===== src/rtl/gfd_pkg.sv =====
// Shared types, constants and helper functions for the RGB565 gray frame difference unit.
`timescale 1ns / 1ps
package gfd_pkg;

  // Configuration port widths and register indexes.
  localparam int CFG_INDEX_W = 2;
  localparam int CFG_DATA_W  = 18;

  localparam logic [CFG_INDEX_W-1:0] REG_GRAY_METHOD    = 2'd0;
  localparam logic [CFG_INDEX_W-1:0] REG_GATE_THRESHOLD = 2'd1;
  localparam logic [CFG_INDEX_W-1:0] REG_FRAME_PIXELS   = 2'd2;

  // Gray conversion methods; the unused code behaves as the weighted method.
  localparam logic [1:0] METHOD_WEIGHTED = 2'd0;
  localparam logic [1:0] METHOD_AVERAGE  = 2'd1;
  localparam logic [1:0] METHOD_FIXED    = 2'd2;

  // Register reset values.
  localparam logic [1:0] RESET_METHOD      = METHOD_WEIGHTED;
  localparam logic [7:0] RESET_GATE        = 8'd16;
  localparam int         RESET_FRAME_PIXELS = 76800;

  // Width of the weighted sum, large enough for the fixed-point method.
  localparam int SUM_W = 21;

  localparam logic [SUM_W-1:0] WT_R  = 21'd299;
  localparam logic [SUM_W-1:0] WT_G  = 21'd587;
  localparam logic [SUM_W-1:0] WT_B  = 21'd114;
  localparam logic [SUM_W-1:0] FX_R  = 21'd2104;
  localparam logic [SUM_W-1:0] FX_G  = 21'd4130;
  localparam logic [SUM_W-1:0] FX_B  = 21'd802;
  localparam logic [SUM_W-1:0] FX_RND = 21'd2048;
  localparam int               FX_SH = 12;

  // Reciprocals for the constant divisions by 1000 and by 3.
  localparam int               DIV1000_IN_W = 18;
  localparam int               DIV1000_K_W  = 19;
  localparam logic [DIV1000_K_W-1:0] DIV1000_K = 19'd268436;
  localparam int               DIV1000_SH   = 28;
  localparam int               DIV3_IN_W    = 10;
  localparam int               DIV3_K_W     = 11;
  localparam logic [DIV3_K_W-1:0] DIV3_K    = 11'd1366;
  localparam int               DIV3_SH      = 12;

  // Difference arithmetic constants.
  localparam logic [8:0] FULL_SCALE = 9'd255;
  localparam logic [8:0] MID_LEVEL  = 9'd128;
  localparam logic [7:0] MID_GRAY   = 8'd128;

  // Status flags that travel with each item.
  typedef struct packed {
    logic last;
    logic have_ref;
  } gfd_flags_t;

  // Scale a 5-bit channel to 0..255: c*255/31 = 8c + floor(7c/31).
  function automatic logic [7:0] scale5(input logic [4:0] c);
    logic [7:0] c7;
    logic [7:0] v;
    c7 = 8'(c) * 8'd7;
    v  = {c, 3'b000};
    for (int k = 1; k <= 7; k++) begin
      if (c7 >= 8'(31 * k)) begin
        v = v + 8'd1;
      end
    end
    return v;
  endfunction

  // Scale a 6-bit channel to 0..255: c*255/63 = 4c + floor(c/21).
  function automatic logic [7:0] scale6(input logic [5:0] c);
    logic [7:0] v;
    v = {c, 2'b00};
    for (int k = 1; k <= 3; k++) begin
      if (c >= 6'(21 * k)) begin
        v = v + 8'd1;
      end
    end
    return v;
  endfunction

endpackage


===== src/rtl/gfd_gray_pipe.sv =====
// Four-stage gray conversion pipeline: capture, unpack and scale, weighted sum, constant division.
`timescale 1ns / 1ps
module gfd_gray_pipe #(
  parameter int POS_W = 17
) (
  input  logic                clk,
  input  logic                rst_n,
  input  logic [1:0]          method,
  input  logic                in_valid,
  output logic                in_ready,
  input  logic [15:0]         in_pixel,
  input  logic [POS_W-1:0]    in_pos,
  input  gfd_pkg::gfd_flags_t in_flags,
  input  logic [7:0]          prev_rdata,
  output logic                out_valid,
  input  logic                out_ready,
  output logic [7:0]          out_gray,
  output logic [POS_W-1:0]    out_pos,
  output gfd_pkg::gfd_flags_t out_flags,
  output logic [7:0]          out_prev
);
  import gfd_pkg::*;

  // Stage registers.
  logic             v1_r, v2_r, v3_r, v4_r;
  logic [15:0]      px1_r;
  logic [POS_W-1:0] pos1_r, pos2_r, pos3_r, pos4_r;
  gfd_flags_t       fl1_r, fl2_r, fl3_r, fl4_r;
  logic [7:0]       r2_r, g2_r, b2_r;
  logic [7:0]       prev2_r, prev3_r, prev4_r;
  logic [SUM_W-1:0] sum3_r;
  logic [7:0]       gray4_r;

  logic rdy1, rdy2, rdy3, rdy4;

  // Per-stage ready: a stage takes a new item when empty or when it moves on.
  assign rdy4     = !v4_r || out_ready;
  assign rdy3     = !v3_r || rdy4;
  assign rdy2     = !v2_r || rdy3;
  assign rdy1     = !v1_r || rdy2;
  assign in_ready = rdy1;

  // Valid bits.
  always_ff @(posedge clk) begin
    if (!rst_n) begin
      v1_r <= 1'b0;
      v2_r <= 1'b0;
      v3_r <= 1'b0;
      v4_r <= 1'b0;
    end else begin
      if (rdy1) v1_r <= in_valid;
      if (rdy2) v2_r <= v1_r;
      if (rdy3) v3_r <= v2_r;
      if (rdy4) v4_r <= v3_r;
    end
  end

  // Stage 1: capture the pixel and its position.
  always_ff @(posedge clk) begin
    if (rdy1 && in_valid) begin
      px1_r  <= in_pixel;
      pos1_r <= in_pos;
      fl1_r  <= in_flags;
    end
  end

  // Stage 2: unpack and scale each channel; the previous-frame read lands here.
  always_ff @(posedge clk) begin
    if (rdy2 && v1_r) begin
      r2_r    <= scale5(px1_r[15:11]);
      g2_r    <= scale6(px1_r[10:5]);
      b2_r    <= scale5(px1_r[4:0]);
      prev2_r <= prev_rdata;
      pos2_r  <= pos1_r;
      fl2_r   <= fl1_r;
    end
  end

  // Stage 3: weighted sum for the selected method.
  logic [SUM_W-1:0] sum_nxt;

  always_comb begin
    case (method)
      METHOD_AVERAGE: begin
        sum_nxt = SUM_W'(r2_r) + SUM_W'(g2_r) + SUM_W'(b2_r);
      end
      METHOD_FIXED: begin
        sum_nxt = SUM_W'(r2_r) * FX_R + SUM_W'(g2_r) * FX_G + SUM_W'(b2_r) * FX_B + FX_RND;
      end
      default: begin
        sum_nxt = SUM_W'(r2_r) * WT_R + SUM_W'(g2_r) * WT_G + SUM_W'(b2_r) * WT_B;
      end
    endcase
  end

  always_ff @(posedge clk) begin
    if (rdy3 && v2_r) begin
      sum3_r  <= sum_nxt;
      prev3_r <= prev2_r;
      pos3_r  <= pos2_r;
      fl3_r   <= fl2_r;
    end
  end

  // Stage 4: constant division by reciprocal multiplication, or a plain shift.
  localparam int P1000_W = DIV1000_IN_W + DIV1000_K_W;
  localparam int P3_W    = DIV3_IN_W + DIV3_K_W;

  logic [P1000_W-1:0] prod1000;
  logic [P3_W-1:0]    prod3;
  logic [7:0]         gray_nxt;

  assign prod1000 = P1000_W'(sum3_r[DIV1000_IN_W-1:0]) * P1000_W'(DIV1000_K);
  assign prod3    = P3_W'(sum3_r[DIV3_IN_W-1:0]) * P3_W'(DIV3_K);

  always_comb begin
    case (method)
      METHOD_AVERAGE: gray_nxt = prod3[DIV3_SH +: 8];
      METHOD_FIXED:   gray_nxt = sum3_r[FX_SH +: 8];
      default:        gray_nxt = prod1000[DIV1000_SH +: 8];
    endcase
  end

  always_ff @(posedge clk) begin
    if (rdy4 && v3_r) begin
      gray4_r <= gray_nxt;
      prev4_r <= prev3_r;
      pos4_r  <= pos3_r;
      fl4_r   <= fl3_r;
    end
  end

  assign out_valid = v4_r;
  assign out_gray  = gray4_r;
  assign out_pos   = pos4_r;
  assign out_flags = fl4_r;
  assign out_prev  = prev4_r;

endmodule


===== config.mk =====
export PLATFORM = sky130hd
export DESIGN_NAME = gfd_gray_pipe
export DESIGN_NICKNAME = d
export VERILOG_FILES = /design/src/rtl/gfd_pkg.sv /design/src/rtl/gfd_gray_pipe.sv
export SDC_FILE = /design/constraint.sdc
export NUM_CORES = 1
export LEC_CHECK = 0
export BUFFER_PORTS_ARGS = -buffer_cell sky130_fd_sc_hd__buf_4
export CORE_ASPECT_RATIO = 1.1
export CORE_MARGIN = 2
export CORE_UTILIZATION = 40
export CTS_CLUSTER_SIZE = 20
export DETAILED_ROUTE_END_ITERATION = 12
export MAX_ROUTING_LAYER = met4
export PLACE_DENSITY = 0.61
export SYNTH_ARGS = -nofsm -noshare
export SYNTH_HDL_FRONTEND = slang
export SYNTH_SLANG_ARGS = --single-unit

===== constraint.sdc =====
create_clock -name clk -period 19.2 [get_ports clk]
set_clock_uncertainty 0.15 [all_clocks]
set_input_delay 3.84 -clock clk [delete_from_list [all_inputs] [get_ports clk]]
set_output_delay 3.84 -clock clk [all_outputs]
set_load 0.005 [all_outputs]

### Word-level counts from Yosys, hierarchy flattened

Cells that the tools add are included.
W data, S select, Z words.

| word-level totals | value |
|---|---|
| register bits | 172 |
| input bits | 49 |
| output and inout port bits | 37 |
| word-level logic and storage cells | 123 |

| operators by class | value |
|---|---|
| $add $sub $neg | 24 |
| multiply operators | 10 |
| magnitude comparators | 17 |
| equal/unequal tests | 2 |
| mux-type cells | 33 |
| reduce and logical (&&, ||, !) cells | 12 |

Operators with widths:

| operator | count |
|---|---|
| $mux W8 | 31 |
| $add A8 B1 Y8 const B | 17 |
| $mul A8 B9 Y17 const B | 3 |
| $ge A8 B8 Y1 const B | 6 |
| $pmux W20 S2 | 1 |
| $mul A18 B17 Y34 const B | 1 |
| $ge A8 B7 Y1 const B | 4 |
| $add A19 B15 Y20 | 1 |
| $add A20 B12 Y20 const B | 1 |
| $add A20 B18 Y20 | 1 |
| $add A20 B20 Y20 | 1 |
| $add A17 B18 Y19 | 1 |
| $mul A10 B10 Y19 const B | 1 |
| $mul A8 B12 Y19 const B | 1 |
| $mul A8 B10 Y18 const B | 1 |
| $ge A8 B5 Y1 const B | 2 |
| $ge A8 B6 Y1 const B | 2 |
| $mul A5 B3 Y8 const B | 2 |
| $pmux W8 S2 | 1 |
| $mul A8 B6 Y14 const B | 1 |
| $ge A6 B6 Y1 const B | 2 |
| $add A9 B8 Y10 | 1 |
| $add A8 B8 Y9 | 1 |
| $ge A6 B5 Y1 const B | 1 |
| other kinds (5) | 14 |

### Depth between registers and ports, before layout

Gate-level depths: netlist of the first run.

| logic depth | value |
|---|---|
| word-level depth | 23 |
| depth in mapped cells | 28 |
| gate-level depth less buffers | 28 |

### Worst setup path before layout of the first run

No wires, ideal clock.

| timing path | value |
|---|---|
| path kind | input-to-reg |
| start point | in out_ready |
| end point | reg b2_r[0], enable pin |
| setup time | 0.537 ns |
| arrival time | 7.867 ns |
| data required time | 18.513 ns |
| path slack | 10.646 ns |
| stages on the path | 3 |
| buffers on the path | 0 |
| cells stage by stage | nor2b_1 and2_0 a21boi_0 |

| between the ends | value |
|---|---|
| cells in the longest elaborated chain, start to end | 4 |

Ends and longest elaborated chain:

| item | RTL line | text |
|---|---|---|
| from (decl) | gfd_gray_pipe.sv:16 | `input logic out_ready,` |
| $logic_or A1 B1 Y1 | gfd_gray_pipe.sv:37 | `assign rdy4 = !v4_r \|\| out_ready;` |
| $logic_or A1 B1 Y1 | gfd_gray_pipe.sv:38 | `assign rdy3 = !v3_r \|\| rdy4;` |
| $logic_or A1 B1 Y1 | gfd_gray_pipe.sv:39 | `assign rdy2 = !v2_r \|\| rdy3;` |
| $logic_and A1 B1 Y1 | gfd_gray_pipe.sv:69 | `if (rdy2 && v1_r) begin` |
| to (signal assigned) | gfd_gray_pipe.sv:72 | `b2_r <= scale5(px1_r[4:0]);` |
| to (decl) | gfd_gray_pipe.sv:29 | `logic [7:0] r2_r, g2_r, b2_r;` |

Every way passes these cells.
A chain may end at the register's enable or synchronous reset.

### Worst setup path after layout of the first run

| timing path | value |
|---|---|
| start point | in out_ready |
| end point | out in_ready |

| between the ends | value |
|---|---|
| cells in the longest elaborated chain, start to end | 4 |

Ends and longest elaborated chain:

| item | RTL line | text |
|---|---|---|
| $logic_or A1 B1 Y1 | gfd_gray_pipe.sv:37 |  |
| $logic_or A1 B1 Y1 | gfd_gray_pipe.sv:38 |  |
| $logic_or A1 B1 Y1 | gfd_gray_pipe.sv:39 |  |
| $logic_or A1 B1 Y1 | gfd_gray_pipe.sv:40 | `assign rdy1 = !v1_r \|\| rdy2;` |
| to (decl) | gfd_gray_pipe.sv:10 | `output logic in_ready,` |

Every way passes these cells.

==> out/metrics.cfg, run 1 <==
[clock_tree]
clk_path_buf_depth = 2
clk_latency_ns = 0.45
post_cts_buffers = 0
numCtsBuffers = 17
clock-root-buffer = clkbuf_16
clkSlewWorstSetupHoldPaths_ns = 0.07
cts_resized = 0
htree_num_levels = 4
cts.sinks = 172
cts_tree = yes
postCtsHoldBufs = 0

[drt]
wl_mm = 43.5
vias = 13646
dr.first_iter.drc_count = 440
drc_errors = 0
vias_per_cell = 5.04
antenna_left = 0
drt-pass1-iter-count = 5
wl_per_cell_um = 16.1

[timing]
layout_min_cycle_time_ns = 9.05
maxSlewViolCount = 0
slew_headroom_pct = 24.5
grt_setup_unrepaired = false
worstMarginPinSlew_ns = 1.13
timing.fmax_ghz = 0.110
setup_viol = 0
holdWs_ns = 0.265
finalHoldViolCount = 0
setup_tns_ns = 0
period_share_pct = 47.2

[final_layout]
drive_gt1_share_pct = 8.51
antenna_cells = 0
area_growth_pct = 9.94
fillCellCount = 4998
final_nets = 2726
seq_area_sq_um = 5120
multiInputGateArea_sq_um = 14400

[floorplanning]
floorplan.die_area_sq_um = 54300
start_util_pct = 40.2
io_pins = 86
core_sq_um = 52200
fp.dieH_um = 244
std_cell_rows = 88
die_w_um = 222

[logic_synthesis]
synthTopCellsByArea = ha_1 (28%), edfxtp_1 (24%), fa_1 (18%), inv_1 (7.1%), xnor2_1 (3.7%)
synth_area_sq_um = 21000
postSynthCellCount = 1921
yosysWarnings = 0
synth-simple-area-share_pct = 6.62
synth_ff_type = edfxtp_1
syn_area_per_cell_sq_um = 10.9
synth-seq-cells = 172
yosys.cell_types.count = 89
synth_top_family_by_area = adder cells
synth_compound_area_share_pct = 9.45
syn_nets = 2628
synth_mux_area_share_pct = 0.501
synthAdderAreaFrac_pct = 46.0
synth_edf_count = 168
synth_top_area_share_pct = 28.0
async_flop_share_pct = 0
synth_xor_area_share_pct = 5.76
synth_top_area_cell = ha_1
seq_area_frac_synth_pct = 24.4

[global_routing]
top_usage_layer = met2
use_met3_pct = 2.52
grt_max_degree = 52
grt.total_usage_pct = 17.3
grt_use_met1_pct = 20.6
grt_pass1_wl_mm = 72.9
grt_pass1_vias = 14626
grt-ovfl-total = 0
use_met2_pct = 30.6
antenna_found_initial = 0

[worst_setup_path]
worst-r2r-cell-count = 23
r2r-end = sum3_r[18]
r2r_setup_slack_ns = 12.22
crit_type = in2out
crit_path_start_kind = input port
end_kind = primary output
crit_fanout = 6
arrival_ns = 5.06
worstReg2RegStart = b2_r[2]
worstPathRequired_ns = 15.21

[placed_design]
gp_congestion = 0.865
port_buffers = 85
dp_hpwl_mm = 35.6

[min_path]
hold_depth = 0
hold_path_class = reg2reg
hold_start = prev3_r[5]
min_to = out_prev[5]

[job]
drv.max_cap_violation_count = 0

[status]
outcome = finished clean

layout by cell type, fill, tap and decap left out, types with 6 or more instances in the layout:
cell type | netlist | layout
o22ai_1 | 7 | 7
nor2_1 | 53 | 53
fa_1 | 189 | 189
xor2_1 | 39 | 39
and2_1 | 13 | 13
xnor2_1 | 89 | 89
a21o_1 | 28 | 28
or2_2 | 8 | 8
o21bai_1 | 18 | 18
nand3_1 | 24 | 24
ha_1 | 469 | 469
o211ai_1 | 16 | 16
a21oi_1 | 65 | 65
nor3_1 | 19 | 19
nand2b_1 | 14 | 14
nand4_1 | 14 | 14
o21ai_0 | 43 | 43
a31oi_1 | 13 | 12
a221oi_1 | 6 | 6
edfxtp_1 | 168 | 168
inv_1 | 397 | 397
buf_4 | 0 | 89
and3_1 | 11 | 11
nor2b_1 | 22 | 20
nand2_1 | 51 | 51
clkbuf_16 | 0 | 17
mux2i_1 | 6 | 6
o21a_1 | 16 | 16
Yosys cell counts (all sizes together) (5+ instances only):
library cell,instances
ha,469
inv,397
fa,189
edfxtp,168
xnor2,92
a21oi,67
nor2,53
nand2,52
o21ai,47
xor2,40
a21o,28
nand3,25
nor2b,23
nor3,21
o21bai,19
o211ai,16
o21a,16
nand4,15
and2,14
nand2b,14
a31oi,13
and3,13
or2,11
clkbuf,8
a221oi,7
o22ai,7
mux2i,6
a211oi,5
a21boi,5
a22oi,5
nor3b,5
layout make-up:
class	instances	share of cell area, %
clock buffer	19	1.92
clock inverter	13	0.553
inverter	397	6.46
timing repair buffer	89	2.90
sequential	172	22.2
multi-input combinational	1342	62.3
tap	675	3.66
stage by stage:
| stage | utilization (%) | std cells | worst slack [ns] | cell area (sq um) |
|---|---|---|---|---|
| 2_1_floorplan | - | 1921 | 10.65 | 21000 |
| 3_3_place_gp | 43.1 | 2675 | 10.17 | 22500 |
| 3_5_place_dp | 43.1 | 2675 | 10.11 | 22500 |
| 4_1_cts | 44.2 | 2707 | 10.13 | 23100 |
| 5_1_grt | 44.2 | 2707 | 10.05 | 23100 |
| 6_report | 44.2 | 2707 | 10.15 | 23100 |
worst max path at each step:
stage	slack [ns]	cells after the start	to	startpoint
after floorplan	10.65	3	b2_r[0]	out_ready
after global placement	10.17	5	in_ready	out_ready
after detailed placement	10.11	5	in_ready	out_ready
after CTS	10.13	5	in_ready	out_ready
after global routing	10.05	5	in_ready	out_ready
final	10.15	5	in_ready	out_ready
kinds of logic after synthesis:
kind of cell	count (synthesis)
flops	172
fa+ha+maj	658
simple gates	260
xor+xnor	133
buf+inv	407
mux	10
compound gates	281
flip-flops by register name, indices dropped and copies added (netlist names), 8 cells and up:
register  count
out_prev      8
pos1_r       17
pos3_r       17
g2_r          8
pos2_r       17
out_pos      17
prev2_r       8
px1_r        16
b2_r          8
sum3_r       20
r2_r          8
prev3_r       8
out_gray      8
per-layer routing:
metal	part of all wire [%]	vias up
met5	0	-
met4	2.4	0
met3	3.1	56
met2	51	184
met1	44	6638
li1	-	6768
critical path: stages:
cell and delay [ns]:
buf_4 0.11, nor2b_1 0.26, and2_0 0.53, nand3_1 0.16, buf_4 0.16
Power of run 1 is left out: the tool's default activity adds up to more than one toggle a clock period on the data nets, which glitch-free logic cannot reach.
==> run 2: changes to the inputs <==
- ABC_AREA: default -> 1
- clock period: 19.2 -> 8.8 ns (I/O delays scaled with it)
==> run 2 against run 1 <==
Compared with the run above:
- core utilization up 0.071 points
- final area up 4.6%
- synthesized cell count up 25%
- synthesized area up 4.5%
- via count up 17%
- register-to-register slack worse by 10 ns
- sequential cell count unchanged
- critical endpoint is now sum3_r[19]
- highest routed layer unchanged
==> out/metrics.cfg, run 2 <==
[status]
outcome = finished clean

[drt]
wl_mm = 50.7  ; +17%
drt-pass1-iter-count = 5  ; unchanged
vias = 15956  ; +17%
antenna_left = 0  ; unchanged
drc_errors = 0  ; unchanged
vias_per_cell = 4.90  ; -2.8%
wl_per_cell_um = 15.6  ; -3.1%
dr.first_iter.drc_count = 645  ; +47%

[placed_design]
gp_congestion = 0.915  ; +5.8%
dp_hpwl_mm = 43.1  ; +21%
port_buffers = 85  ; unchanged

[final_layout]
drive_gt1_share_pct = 7.26  ; -1.2 points
layout_common_cells = inv_1 (538), ha_1 (469), nand2_1 (352)
layout_commonest_cell = inv_1
largest_reg_flops = 20  ; unchanged
antenna_cells = 0  ; unchanged
final_nets = 3213  ; +18%
area_growth_pct = 10.1
largest-register = sum3_r

[timing]
layout_min_cycle_time_ns = 6.96
finalHoldViolCount = 0  ; unchanged
setup_tns_ns = 0  ; unchanged
setup_viol = 0  ; unchanged
period_share_pct = 79.1
maxSlewViolCount = 0  ; unchanged
timing.fmax_ghz = 0.144
slew_headroom_pct = 27.8  ; +3.3 points
worstMarginPinSlew_ns = 1.08  ; -0.0494 ns
grt_setup_unrepaired = false

[clock_tree]
clk_path_buf_depth = 2  ; unchanged
cts.sinks = 172  ; unchanged
clkSlewWorstSetupHoldPaths_ns = 0.08  ; about the same
numCtsBuffers = 17  ; unchanged
post_cts_buffers = 0  ; unchanged
postCtsHoldBufs = 0  ; unchanged
cts_tree = yes
cts_resized = 0  ; unchanged
htree_num_levels = 4  ; unchanged
clock-root-buffer = clkbuf_16
clk_latency_ns = 0.45  ; about the same

[floorplanning]
floorplan.die_area_sq_um = 56700  ; +4.4%
io_pins = 86  ; unchanged
start_util_pct = 40.2  ; about the same
die_w_um = 227  ; +2.2%
fp.dieH_um = 250  ; +2.2%
std_cell_rows = 90  ; +2.3%
core_sq_um = 54500  ; +4.4%

[worst_setup_path]
critPathBufInv = 5  ; +3
cp_top_family = adder cells
crit_path_start_kind = flip-flop
worstPathRequired_ns = 8.86  ; -6.35 ns
end_kind = flip-flop
crit_type = reg2reg
cp_slowest_cell = edfxtp_1
cpMostUsedCell = fa_1
arrival_ns = 7.02  ; +1.96 ns
crit_fanout = 9  ; +3
max_stage_delay_ns = 0.63  ; +0.10 ns

[logic_synthesis]
synth_xor_area_share_pct = 2.92  ; -2.8 points
synth_edf_count = 168  ; unchanged
synth_compound_area_share_pct = 7.02  ; -2.4 points
synth_mux_area_share_pct = 0.0513  ; -0.45 points
syn_nets = 3110  ; +18%
synth_area_sq_um = 21900  ; +4.5%
synth_top_family_by_area = adder cells
seq_area_frac_synth_pct = 23.4  ; -1.0 points
synth-simple-area-share_pct = 13.0  ; +6.4 points
synth_top_area_cell = ha_1
yosys-top-cells-count = inv_1 (540), ha_1 (469), nand2_1 (352)
async_flop_share_pct = 0  ; unchanged
synth.most_common_cell = inv_1
postSynthCellCount = 2403  ; +25%
synth-seq-cells = 172  ; unchanged
yosys.cell_types.count = 46  ; -48%
synth_top_area_share_pct = 26.8  ; -1.2 points
synthAdderAreaFrac_pct = 44.0  ; -2.0 points
synth_ff_type = edfxtp_1
synthTopCellsByArea = ha_1 (27%), edfxtp_1 (23%), fa_1 (17%), inv_1 (9.2%), nand2_1 (6.0%)
syn_area_per_cell_sq_um = 9.13  ; -16%
yosysWarnings = 0  ; unchanged

[global_routing]
grt_pass1_wl_mm = 83.9  ; +15%
grt_max_degree = 48  ; -7.7%
grt.total_usage_pct = 19.4  ; +2.0 points
antenna_found_initial = 1  ; +1
grt-ovfl-total = 0  ; unchanged
grt_pass1_vias = 16888  ; +15%

[job]
drv.max_cap_violation_count = 0  ; unchanged

[min_path]
hold_path_class = reg2reg

[run 2: logic make-up (layout without fill, tap and decap cells)]
family | after synthesis | after routing
buf+inv | 560 | 676
xor+xnor | 73 | 73
flops | 172 | 172
compound gates | 269 | 269
mux | 1 | 1
simple gates | 670 | 670
fa+ha+maj | 658 | 658
[run 2: stage by stage]
step | util (%) | area [sq um] | worst slack, ns | cells | hold WS (ns)
floorplan | - | 21900 | 2.27 | 2403 | 0.250
global placement | 43.2 | 23500 | 1.78 | 3223 | 0.252
detailed placement | 43.2 | 23500 | 1.84 | 3223 | 0.255
CTS | 44.3 | 24100 | 1.80 | 3255 | 0.271
global route | 44.3 | 24100 | 1.32 | 3255 | 0.277
finish | 44.3 | 24100 | 1.84 | 3255 | 0.271
[run 2: path summary, 6_finish.rpt]
| check | from | cells past startpoint | end | slack [ns] |
|---|---|---|---|---|
| min reg2reg | prev3_r[0] | 0 | out_prev[0] | 0.27 |
| max | b2_r[2] | 28 | sum3_r[19] | 1.84 |
| max reg2reg | b2_r[2] | 28 | sum3_r[19] | 1.84 |
| min | prev3_r[0] | 0 | out_prev[0] | 0.27 |
[run 2: final cells by class]
class	instances	area [sq um]
Sequential cell	172	5120
Tap cell	736	921
Clock inverter	13	168
Timing Repair Buffer	90	676
Multi-Input combinational cell	1671	14700
Inverter	554	2080
Fill cell	5307	30400
Clock buffer	19	453
[run 2: metal layers]
metal	vias up	share of wire, %	global-route usage (%)
met2	217	53	35.1
met3	82	2.3	2.58
li1	8000	-	-
met4	0	3.1	5.96
met1	7657	42	21.9
met5	-	0	-
Power of run 2 is left out for the same reason.
==> run 3: changes to the inputs <==
- ABC_AREA: 1 -> 0
- PLACE_DENSITY: 0.61 -> 0.63
- clock period: 8.8 -> 6.1 ns (I/O delays scaled with it)
==> run 3 against run 2 <==
Compared with the run above:
- the flow now finishes with violations (setup timing)
- sequential share of layout area fell by 0.53 points
- sequential cell count is the same
- die area down 4.2%
- final area increased by 2.6%
- register-to-register slack got worse by 2.0 ns
- wire length shrank 8.0%
- global-route usage fell by 1.3 points
- final cell count down 13%
- worst setup slack got worse by 2.0 ns
- critical path depth down 7
- worst hold slack lost 0.0059 ns
- count of clock-buffer cells in the layout down 2
==> out/metrics.cfg, run 3 (synthesis gave the netlist of run 1 again) <==
[timing]
setup_ws_ns = -0.139  ; -1.98 ns
setup_viol = 4  ; +4
timing.fmax_ghz = 0.160  ; +12%
period_share_pct = 102  ; +23 points
maxSlewViolCount = 0  ; unchanged
grt_setup_unrepaired = true
layout_min_cycle_time_ns = 6.24  ; -0.721 ns
finalHoldViolCount = 0  ; unchanged
worstMarginPinSlew_ns = 1.17  ; +0.0872 ns
slew_headroom_pct = 22.0  ; -5.8 points

[floorplanning]
fp.dieH_um = 244  ; -2.1%
std_cell_rows = 88  ; -2.2%
io_pins = 86  ; unchanged
core_sq_um = 52200  ; -4.2%
floorplan.die_area_sq_um = 54300  ; -4.2%
die_w_um = 222  ; -2.1%
start_util_pct = 40.2  ; about the same

[drt]
dr.first_iter.drc_count = 518  ; -20%
drc_errors = 0  ; unchanged
vias = 14357  ; -10%
wl_mm = 46.6  ; -8.0%
antenna_left = 0  ; unchanged
drt-pass1-iter-count = 5  ; unchanged
wl_per_cell_um = 16.4  ; +5.4%
vias_per_cell = 5.05  ; +3.0%

[clock_tree]
numCtsBuffers = 17  ; unchanged
clk_latency_ns = 0.45  ; about the same
clk_path_buf_depth = 2  ; unchanged
cts.sinks = 172  ; unchanged
htree_num_levels = 4  ; unchanged
clock-root-buffer = clkbuf_16
postCtsHoldBufs = 0  ; unchanged
cts_tree = yes
clkSlewWorstSetupHoldPaths_ns = 0.08  ; about the same

[status]
violations = setup timing
outcome = finished with violations

[global_routing]
grt-ovfl-total = 0  ; unchanged
grt_pass1_wl_mm = 76.2  ; -9.2%
grt.total_usage_pct = 18.0  ; -1.3 points
grt_max_degree = 36  ; -25%
antenna_found_initial = 0  ; -1
grt_pass1_vias = 15441  ; -8.6%

[final_layout]
drive_gt1_share_pct = 18.3  ; +11 points
final_nets = 2862  ; -11%
stdcell_count = 2843  ; -13%
largest-register = sum3_r
layout_common_cells = ha_1 (445), inv_1 (391), buf_4 (220)
area_growth_pct = 17.9
fin_area_sq_um = 24800  ; +2.6%
layout_commonest_cell = ha_1
antenna_cells = 0  ; unchanged
largest_reg_flops = 20  ; unchanged

[worst_setup_path]
crit_type = reg2reg
end_kind = flip-flop
crit_path_start_kind = flip-flop
arrival_ns = 6.28  ; -0.74 ns
worstPathRequired_ns = 6.14  ; -2.72 ns
crit_fanout = 4  ; -5

[placed_design]
placed_cells = 2786  ; -14%
port_buffers = 85  ; unchanged
gp_congestion = 0.899  ; -1.7%
dp_hpwl_mm = 38.7  ; -10%
placed_cell_area_sq_um = 23400  ; -0.63%

[job]
drv.max_cap_violation_count = 0  ; unchanged

[min_path]
hold_path_class = reg2reg

-- run 3: changes by cell type in the layout (fill, tap and decap cells not counted), sizes merged, moves of 62 or more --
cell,delta
buf,+135
inv,-155
nand2,-313
nand3,-80
nor2,-101
xnor2,+62
-- run 3: final cells by class --
cell class / count / area [sq um]
clock buffer: 17 / 425
fill: 4825 / 27400
clock inverter: 15 / 190
inverter: 397 / 1490
sequential: 172 / 5120
tap: 675 / 845
multi-input combinational: 1342 / 15000
timing repair buffer: 225 / 1710
-- run 3: through the flow --
stage                     TNS (ns)  setup WS, ns  hold WS (ns)  util [%]
final                       -0.323        -0.139         0.265      47.4
after global routing         -2.01        -0.316         0.267      47.4
after CTS                   -0.733        -0.180         0.266      46.1
after detailed placement    -0.863        -0.201         0.255      44.8
after global placement      -0.575        -0.152         0.250      44.8
after floorplan             -0.145        -0.125         0.250         -
-- run 3: path summary, 6_finish.rpt --
path                  from    endpoint  slack, ns  depth (start not counted)
setup / recovery   b2_r[2]  sum3_r[18]      -0.14                         21
hold / removal    fl1_r[0]    fl2_r[0]       0.26                          0
setup reg to reg   b2_r[2]  sum3_r[18]      -0.14                         21
hold reg to reg   fl1_r[0]    fl2_r[0]       0.26                          0
-- run 3: critical path, cell delays in order (launching register included) --
cell and delay, ns:
edfxtp_1 0.48, buf_4 0.18, fa_1 0.57, fa_1 0.43, ha_1 0.33, ha_4 0.26
buf_4 0.14, xnor2_1 0.18, ha_1 0.28, fa_1 0.51, inv_1 0.05, fa_2 0.52
inv_2 0.04, fa_2 0.53, ha_4 0.21, a21oi_4 0.13, o21ai_2 0.08, o41a_1 0.34
a31oi_1 0.19, nand2b_4 0.16, mux2i_1 0.18, nand2_1 0.07
-- run 3: metal layers --
metal | vias up | track usage (%) | share of wire [%]
met2 | 227 | 33.2 | 53
met5 | - | - | 0
met1 | 7034 | 20.6 | 42
met3 | 65 | 2.10 | 3.0
met4 | 0 | 4.92 | 2.8
li1 | 7031 | - | -
-- run 3: timing repair --
action                     4_1_cts  5_1_grt
setup buffers                    2       24
cloned                           0        0
pin swaps                        6       55
hold endpoints to repair         0        0
resized for setup               15       98
setup endpoints to repair        8       24
Power of run 3 is left out for the same reason.
